**src/rtl/utf8_stream_decoder_macros.svh**
```systemverilog
// ----------------------------------------------------------------------------
// utf8_stream_decoder assertion macros
// Shared concurrent assertion forms, clocked on clk and held off during rst.
// ----------------------------------------------------------------------------
`ifndef UTF8_STREAM_DECODER_MACROS_SVH
`define UTF8_STREAM_DECODER_MACROS_SVH

// Property that must hold at every clock edge outside reset.
`define U8D_ASSERT(lbl, prop, msg) \
  lbl: assert property (@(posedge clk) disable iff (rst) (prop)) else $error(msg);

// Implication: when cond holds, prop holds in the same cycle.
`define U8D_ASSERT_IMPL(lbl, cond, prop, msg) \
  lbl: assert property (@(posedge clk) disable iff (rst) (cond) |-> (prop)) else $error(msg);

`endif

```
**src/rtl/u8d_pkg.sv**
```systemverilog
// ----------------------------------------------------------------------------
// u8d_pkg
// Types, constants and decode functions shared by the UTF-8 stream decoder.
// ----------------------------------------------------------------------------
package u8d_pkg;

  localparam int HOLD_DEPTH = 5;
  localparam int RUN_DEPTH  = HOLD_DEPTH + 1;
  localparam int RUN_BITS   = RUN_DEPTH * 8;

  typedef logic [2:0] len_t;

  // Bytes waiting to be scanned, first byte in the lowest bits.
  typedef struct packed {
    logic [RUN_BITS-1:0] bytes;
    len_t                count;
  } run_t;

  typedef struct packed {
    logic [31:0] code_point;
    len_t        seq_length;
    logic        latin1_fallback;
    logic        last_of_run;
  } result_t;

  // Sequence length announced by a lead byte.
  function automatic len_t lead_len(input logic [7:0] b);
    len_t n;
    priority if (b < 8'hC0) n = 3'd1;
    else if (b < 8'hE0)     n = 3'd2;
    else if (b < 8'hF0)     n = 3'd3;
    else if (b < 8'hF8)     n = 3'd4;
    else if (b < 8'hFC)     n = 3'd5;
    else                    n = 3'd6;
    return n;
  endfunction

  // Lead payload bits followed by six bits of each continuation byte.
  function automatic logic [31:0] decode_seq(input logic [RUN_BITS-1:0] b, input len_t n);
    logic [31:0] v;
    unique case (n)
      3'd2:    v = 32'({b[4:0], b[13:8]});
      3'd3:    v = 32'({b[3:0], b[13:8], b[21:16]});
      3'd4:    v = 32'({b[2:0], b[13:8], b[21:16], b[29:24]});
      3'd5:    v = 32'({b[1:0], b[13:8], b[21:16], b[29:24], b[37:32]});
      3'd6:    v = {b[1:0], b[13:8], b[21:16], b[29:24], b[37:32], b[45:40]};
      default: v = 32'(b[7:0]);
    endcase
    return v;
  endfunction

endpackage

```
**src/rtl/u8d_assembler.sv**
```systemverilog
// ----------------------------------------------------------------------------
// u8d_assembler
// Collects the bytes of an open sequence and hands a finished run to the
// scanner when the sequence completes, a lone byte arrives or the string ends.
// ----------------------------------------------------------------------------
`include "utf8_stream_decoder_macros.svh"

module u8d_assembler (
  input  logic           clk,
  input  logic           rst,
  input  logic           accept,
  input  logic [7:0]     data_byte,
  input  logic           end_of_string,
  output logic           run_load,
  output u8d_pkg::run_t  run_in
);

  logic [7:0]    pending [u8d_pkg::HOLD_DEPTH];
  u8d_pkg::len_t pending_count;
  u8d_pkg::len_t needed_length;
  u8d_pkg::len_t lead_n;
  u8d_pkg::len_t run_len;
  logic          complete;

  always_comb begin
    lead_n  = u8d_pkg::lead_len(data_byte);
    run_len = pending_count + 3'd1;
    if (end_of_string) begin
      complete = 1'b1;
    end else if (pending_count == 3'd0) begin
      complete = (lead_n == 3'd1);
    end else begin
      complete = (run_len == needed_length);
    end
    run_load = accept && complete;
  end

  always_comb begin
    run_in.bytes = '0;
    for (int i = 0; i < u8d_pkg::HOLD_DEPTH; i++) begin
      if (3'(i) < pending_count) run_in.bytes[i*8 +: 8] = pending[i];
    end
    run_in.bytes[{pending_count, 3'b000} +: 8] = data_byte;
    run_in.count = run_len;
  end

  always_ff @(posedge clk) begin
    if (rst) begin
      pending_count <= 3'd0;
      needed_length <= 3'd0;
    end else if (accept) begin
      if (complete) begin
        pending_count <= 3'd0;
        needed_length <= 3'd0;
      end else begin
        pending_count <= run_len;
        if (pending_count == 3'd0) needed_length <= lead_n;
      end
    end
  end

  // Hold the byte of an open sequence.
  always_ff @(posedge clk) begin
    if (accept && !complete) pending[pending_count] <= data_byte;
  end

  `U8D_ASSERT_IMPL(a_pending_below_need, pending_count != 3'd0,
                   pending_count < needed_length, "open sequence already complete")
  `U8D_ASSERT(a_pending_depth, pending_count <= 3'(u8d_pkg::HOLD_DEPTH),
              "pending count beyond hold depth")

endmodule

```
**src/rtl/u8d_scanner.sv**
```systemverilog
// ----------------------------------------------------------------------------
// u8d_scanner
// Holds one run of bytes and emits one character per cycle from its head while
// out_ready is high, decoding sequences that fit, the rest one byte at a time.
// ----------------------------------------------------------------------------
`include "utf8_stream_decoder_macros.svh"

module u8d_scanner (
  input  logic              clk,
  input  logic              rst,
  input  logic              run_load,
  input  u8d_pkg::run_t     run_in,
  input  logic              out_ready,
  output logic              can_load,
  output logic              res_valid,
  output u8d_pkg::result_t  res
);

  logic          run_valid;
  u8d_pkg::run_t run;
  logic [7:0]    head;
  u8d_pkg::len_t lead_n;
  u8d_pkg::len_t take;
  u8d_pkg::len_t remain;
  logic          advance;

  always_comb begin
    head   = run.bytes[7:0];
    lead_n = u8d_pkg::lead_len(head);
    if (lead_n == 3'd1 || lead_n > run.count) begin
      take                = 3'd1;
      res.code_point      = 32'(head);
      res.latin1_fallback = head[7];
    end else begin
      take                = lead_n;
      res.code_point      = u8d_pkg::decode_seq(run.bytes, lead_n);
      res.latin1_fallback = 1'b0;
    end
    remain          = run.count - take;
    res.seq_length  = take;
    res.last_of_run = (remain == 3'd0);
    res_valid       = run_valid;
    advance         = run_valid && out_ready;
    can_load        = !run_valid || (advance && res.last_of_run);
  end

  always_ff @(posedge clk) begin
    if (rst) begin
      run_valid <= 1'b0;
    end else if (run_load) begin
      run_valid <= 1'b1;
    end else if (advance) begin
      run_valid <= !res.last_of_run;
    end
  end

  // Drop the consumed bytes from the head.
  always_ff @(posedge clk) begin
    if (run_load) begin
      run <= run_in;
    end else if (advance) begin
      run.bytes <= run.bytes >> {take, 3'b000};
      run.count <= remain;
    end
  end

  `U8D_ASSERT_IMPL(a_load_has_room, run_load, can_load, "run loaded while scanner busy")
  `U8D_ASSERT_IMPL(a_run_count, run_valid,
                   run.count != 3'd0 && run.count <= 3'(u8d_pkg::RUN_DEPTH),
                   "run length out of range")

endmodule

```
**src/rtl/utf8_stream_decoder.sv**
```systemverilog
// ----------------------------------------------------------------------------
// utf8_stream_decoder
// Legacy UTF-8 decoder for one- to six-byte sequences over stream channels.
// ----------------------------------------------------------------------------
// Input channel s_*: one text byte per transfer in s_tdata, s_tlast on the
// final byte of a string. Output channel m_*: one character per transfer,
// m_tdata = {seq_length, code_point}, m_tuser = Latin-1 pass-through flag,
// m_tlast = final character caused by that input byte.
// A byte that completes a sequence, stands alone or ends the string yields
// its first character via the scanner run register and the output register;
// bytes inside an open sequence yield nothing. One byte is taken per cycle while
// s_tready is high. A string end inside an open sequence rescans the held bytes,
// giving up to six characters at one per cycle while the receiver is ready, and the
// input waits while the run scanner is still busy with all but its final character.
// Reset clears the open sequence and any run or character not yet delivered.
// When the receiver stalls, the output register holds its character and the
// scanner holds its run; once the scanner holds a run, s_tready drops.
// ----------------------------------------------------------------------------
`include "utf8_stream_decoder_macros.svh"

module utf8_stream_decoder (
  input  logic        clk,
  input  logic        rst,
  input  logic        s_tvalid,
  output logic        s_tready,
  input  logic [7:0]  s_tdata,   // [7:0] data_byte
  input  logic        s_tlast,   // end_of_string
  output logic        m_tvalid,
  input  logic        m_tready,
  output logic [39:0] m_tdata,   // [31:0] code_point, [34:32] seq_length, [39:35] zero
  output logic        m_tuser,   // latin1_fallback
  output logic        m_tlast    // last_of_run
);

  logic             accept;
  logic             run_load;
  u8d_pkg::run_t    run_in;
  logic             can_load;
  logic             res_valid;
  u8d_pkg::result_t res;
  u8d_pkg::result_t out_q;
  logic             out_ready;

  assign s_tready  = can_load;
  assign accept    = s_tvalid && s_tready;
  assign out_ready = !m_tvalid || m_tready;

  u8d_assembler u_assembler (
    .clk           (clk),
    .rst           (rst),
    .accept        (accept),
    .data_byte     (s_tdata),
    .end_of_string (s_tlast),
    .run_load      (run_load),
    .run_in        (run_in)
  );

  u8d_scanner u_scanner (
    .clk       (clk),
    .rst       (rst),
    .run_load  (run_load),
    .run_in    (run_in),
    .out_ready (out_ready),
    .can_load  (can_load),
    .res_valid (res_valid),
    .res       (res)
  );

  always_ff @(posedge clk) begin
    if (rst) begin
      m_tvalid <= 1'b0;
    end else if (out_ready) begin
      m_tvalid <= res_valid;
    end
  end

  // Advance the output register when it is empty or its transfer completes.
  always_ff @(posedge clk) begin
    if (out_ready && res_valid) out_q <= res;
  end

  assign m_tdata = {5'b00000, out_q.seq_length, out_q.code_point};
  assign m_tuser = out_q.latin1_fallback;
  assign m_tlast = out_q.last_of_run;

  `U8D_ASSERT_IMPL(a_latin1_single, m_tvalid && m_tuser, m_tdata[34:32] == 3'd1,
                   "Latin-1 character with length other than one")
  `U8D_ASSERT_IMPL(a_len_nonzero, m_tvalid,
                   m_tdata[34:32] != 3'd0 && m_tdata[34:32] <= 3'(u8d_pkg::RUN_DEPTH),
                   "character length out of range")

endmodule

```
**config.mk**
```make
export PLATFORM = sky130hd
export DESIGN_NAME = utf8_stream_decoder
export DESIGN_NICKNAME = d
export VERILOG_FILES = /design/src/rtl/u8d_pkg.sv /design/src/rtl/u8d_assembler.sv /design/src/rtl/u8d_scanner.sv /design/src/rtl/utf8_stream_decoder.sv
export VERILOG_INCLUDE_DIRS = /design/src /design/src/rtl
export SDC_FILE = /design/constraint.sdc
export NUM_CORES = 1
export LEC_CHECK = 0
export BUFFER_PORTS_ARGS = -buffer_cell sky130_fd_sc_hd__buf_2
export CAP_MARGIN = 20
export CORE_MARGIN = 5
export CORE_UTILIZATION = 53
export CTS_BUF_LIST = sky130_fd_sc_hd__clkbuf_8
export DETAILED_ROUTE_END_ITERATION = 6
export PLACE_DENSITY = 0.75
export REMOVE_ABC_BUFFERS = 1
export SLEW_MARGIN = 25
export SYNTH_ARGS = -nofsm -noshare
export SYNTH_HDL_FRONTEND = slang
export SYNTH_HIERARCHICAL = 1
export SYNTH_SLANG_ARGS = --single-unit
```
**constraint.sdc**
```tcl
create_clock -name clk -period 5.5 [get_ports clk]
set_input_delay 0.55 -clock clk [delete_from_list [all_inputs] [get_ports clk]]
set_output_delay 0.55 -clock clk [all_outputs]
set_load 0.1 [all_outputs]
```
==> flow_metrics.env <==
export IMPL_postCtsHoldBufs=0
export IMPL_synth_edf_count=128
export IMPL_finalSetupTns_ps=0
export IMPL_numCtsBuffers=17
export IMPL_crit_chain="buf_4, a21oi_1, nor2_1, ha_1, and3_1, a21o_1, and2_1, nand2b_1, ha_1, fa_1, xor2_1, a211oi_1, a211o_1, a41o_1, and2_1, a21boi_4, buf_6, nor3_1, a211o_1"
export IMPL_cts_buffer_depth=2
export IMPL_nets=794
export IMPL_synth_seq_cells=136
export IMPL_syn_instance_count=744
export IMPL_yosysWarnings=6
export IMPL_synth_top_area_share_pct=51.1
export IMPL_total_power_mw=5.08
export IMPL_final_common_cell="nand2_1"
export IMPL_grt_pass1_wl_um=28900
export IMPL_dpl_instance_area_mm2=0.00786
export IMPL_dp_cells=934
export IMPL_rsz0062_at_grt="false"
export IMPL_utilization_pct=60.1
export IMPL_cp_data_required_time_ps=5710
export IMPL_drt_pass1_iter_count=6
export IMPL_path_clk_slew_ps=80
export IMPL_clk_latency_ps=450
export IMPL_ios=57
export IMPL_seq_area_frac_synth_pct=53.3
export IMPL_p_per_area_mw_per_mm2=608
export IMPL_ys_top_cells_by_area="edfxtp_1 51%, nand2_1 6.8%, a22oi_1 2.8%"
export IMPL_holdWs_ps=385
export IMPL_dp_hpwl_um=12200
export IMPL_start_util_pct=54.2
export IMPL_grt_usage_pct=22.2
export IMPL_wl_um=18400
export IMPL_cts_tree="done"
export IMPL_async_reset_ff_share_pct=0
export IMPL_slew_limit_headroom_pct=35.7
export IMPL_overflow=0
export IMPL_routedWlPerCell_um=19.1
export IMPL_fp_coreArea_mm2=0.0139
export IMPL_crit_arrival_ps=5220
export IMPL_cts_setup_buffers=0
export IMPL_route_detailed_drc=0
export IMPL_stdcell_count=966
export IMPL_viasPerCell=6.22
export IMPL_grt_pass1_vias=5428
export IMPL_port_buffers=51
export IMPL_yosysTopAreaCell="edfxtp_1"
export IMPL_setup_viol=0
export IMPL_seqCellArea_mm2=0.00400
export IMPL_peakVddDrop_mv=0.268
export IMPL_drt_iter0_markers=979
export IMPL_num_fill_cells=1154
export IMPL_die_width_um=129
export IMPL_cap_violations=0
export IMPL_num_rows=43
export IMPL_vias=6011
export IMPL_worst_slew_pin_slew_ps=964
export IMPL_finalCritPeriodShare_pct=91.1
export IMPL_status="complete, no violations"
export IMPL_drive_gt1_share_pct=14.6
export IMPL_critPathSlowestCell="buf_6"
export IMPL_place_ws_ps=395
export IMPL_antenna_found_initial=0
export IMPL_htree_levels=4
export IMPL_cts_sinks=136
export IMPL_setup_ws_ps=492
export IMPL_slowest_delay_ps=490
export IMPL_yosysUniqueCellTypes=63
export IMPL_slew_viol_final=0
export IMPL_crit_path_start_kind="flip-flop"
export IMPL_period_needed_ps=5010
export IMPL_gp_congestion=0.868
export IMPL_synth_area_mm2=0.00752
export IMPL_max_freq_mhz=200
export IMPL_multi_input_area_mm2=0.00317
export IMPL_layout_common_cells="137 x nand2_1, 128 x edfxtp_1, 50 x buf_2, 49 x nor2_1"
export IMPL_critical_path_class="reg -> reg"
export IMPL_ant_nets=0
export IMPL_power_leakage_nw=3.01
export IMPL_diodes=0
export IMPL_syn_avg_cell_area_um2=10.1
export IMPL_crit_path_max_fanout=99
export IMPL_grt_max_degree=100
export IMPL_die_y_um=129
export IMPL_cts_resized=0
export IMPL_root_buffer="clkbuf_8"
export IMPL_die_area_mm2=0.0167
export IMPL_area_growth_pct=11.1
export IMPL_finalHoldViolations=0
export IMPL_end_kind="flip-flop"
export IMPL_worst_clock_skew_ps=11.0
export IMPL_hold_class="in -> reg"
export IMPL_synth_top_flop_cell="edfxtp_1"
export IMPL_final_area_mm2=0.00835
[flip-flops by register name (all words and copies together) (netlist names)]
signal,count
m_tdata,35
m_tlast,1
m_tuser,1
m_tvalid,1
u_assembler/needed_length,3
u_assembler/pending,40
u_assembler/pending_count,3
u_scanner/head,8
u_scanner/res_valid,1
u_scanner/run,43
[layer usage]
metal	global-route usage [%]	part of all wire, %	routed length [um]	up-vias
met5	0	0	0	-
met4	8.28	2.4	442	0
met3	4.12	8.8	1620	38
met2	34.3	45	8370	337
met1	31.6	43	7990	2805
li1	-	-	-	2831
[where the power goes]
part | switching, mW | internal, mW | total (mW)
clock | 0.402 | 0.588 | 0.990
sequential | 0.272 | 1.55 | 1.83
combinational | 1.63 | 0.632 | 2.26
[logic make-up after synthesis]
family	synth area share, %
DFF	53.3
adders and majority gates	1.43
other	0.0499
xor gates and xnor gates	0.782
muxes	1.60
buffers and inverters	5.03
and+or+nand+nor	16.7
AOI/OAI and AO/OA	21.2
[cell usage after synthesis, types with 4 or more instances]
master and instances:
nand2_1 137, edfxtp_1 128, nor2_1 49, o21ai_0 33, o21ai_1 33, clkbuf_1 30, a22oi_1 28, a21oi_1 24
and3_1 21, and2_1 18, a31oi_1 17, inv_1 17, buf_2 16, o31ai_1 15, a221oi_1 13, mux2i_1 12
a22o_1 11, nor3_1 9, o2bb2ai_1 9, a21boi_0 8, buf_4 8, dfxtp_1 8, a211oi_1 7, a222oi_1 7
ha_1 7, a211o_1 6, nor2b_1 6, nand2b_1 5, o31a_1 5, and4_1 4, o22ai_1 4
[cell type report]
cell class,count,area share [%]
Timing Repair Buffer,67,4.72
Tap cell,180,2.70
Multi-Input combinational cell,531,37.9
Clock inverter,15,3.00
Inverter,20,0.899
Sequential cell,136,48.0
Clock buffer,17,2.80
[final timing paths]
check / start / to / slack (ps) / depth (start not counted)
worst min register to register: u_assembler/needed_length[2] / u_assembler/needed_length[2] / 490 / 1
worst max-delay path: u_scanner/head[2] / u_scanner/run[13] / 490 / 19
worst min-delay path: rst / u_scanner/res_valid / 390 / 2
worst max register to register: u_scanner/head[2] / u_scanner/run[13] / 490 / 19
[worst max-delay path, delay by kind of cell (launching register included)]
kind	cells	cell delay, ps
compound gates	7	1640
simple gates	6	950
fa+ha+maj	3	860
buf+inv	2	690
flops	1	380
xor+xnor	1	180
No activity file was read; power rests on OpenSTA's default activity.
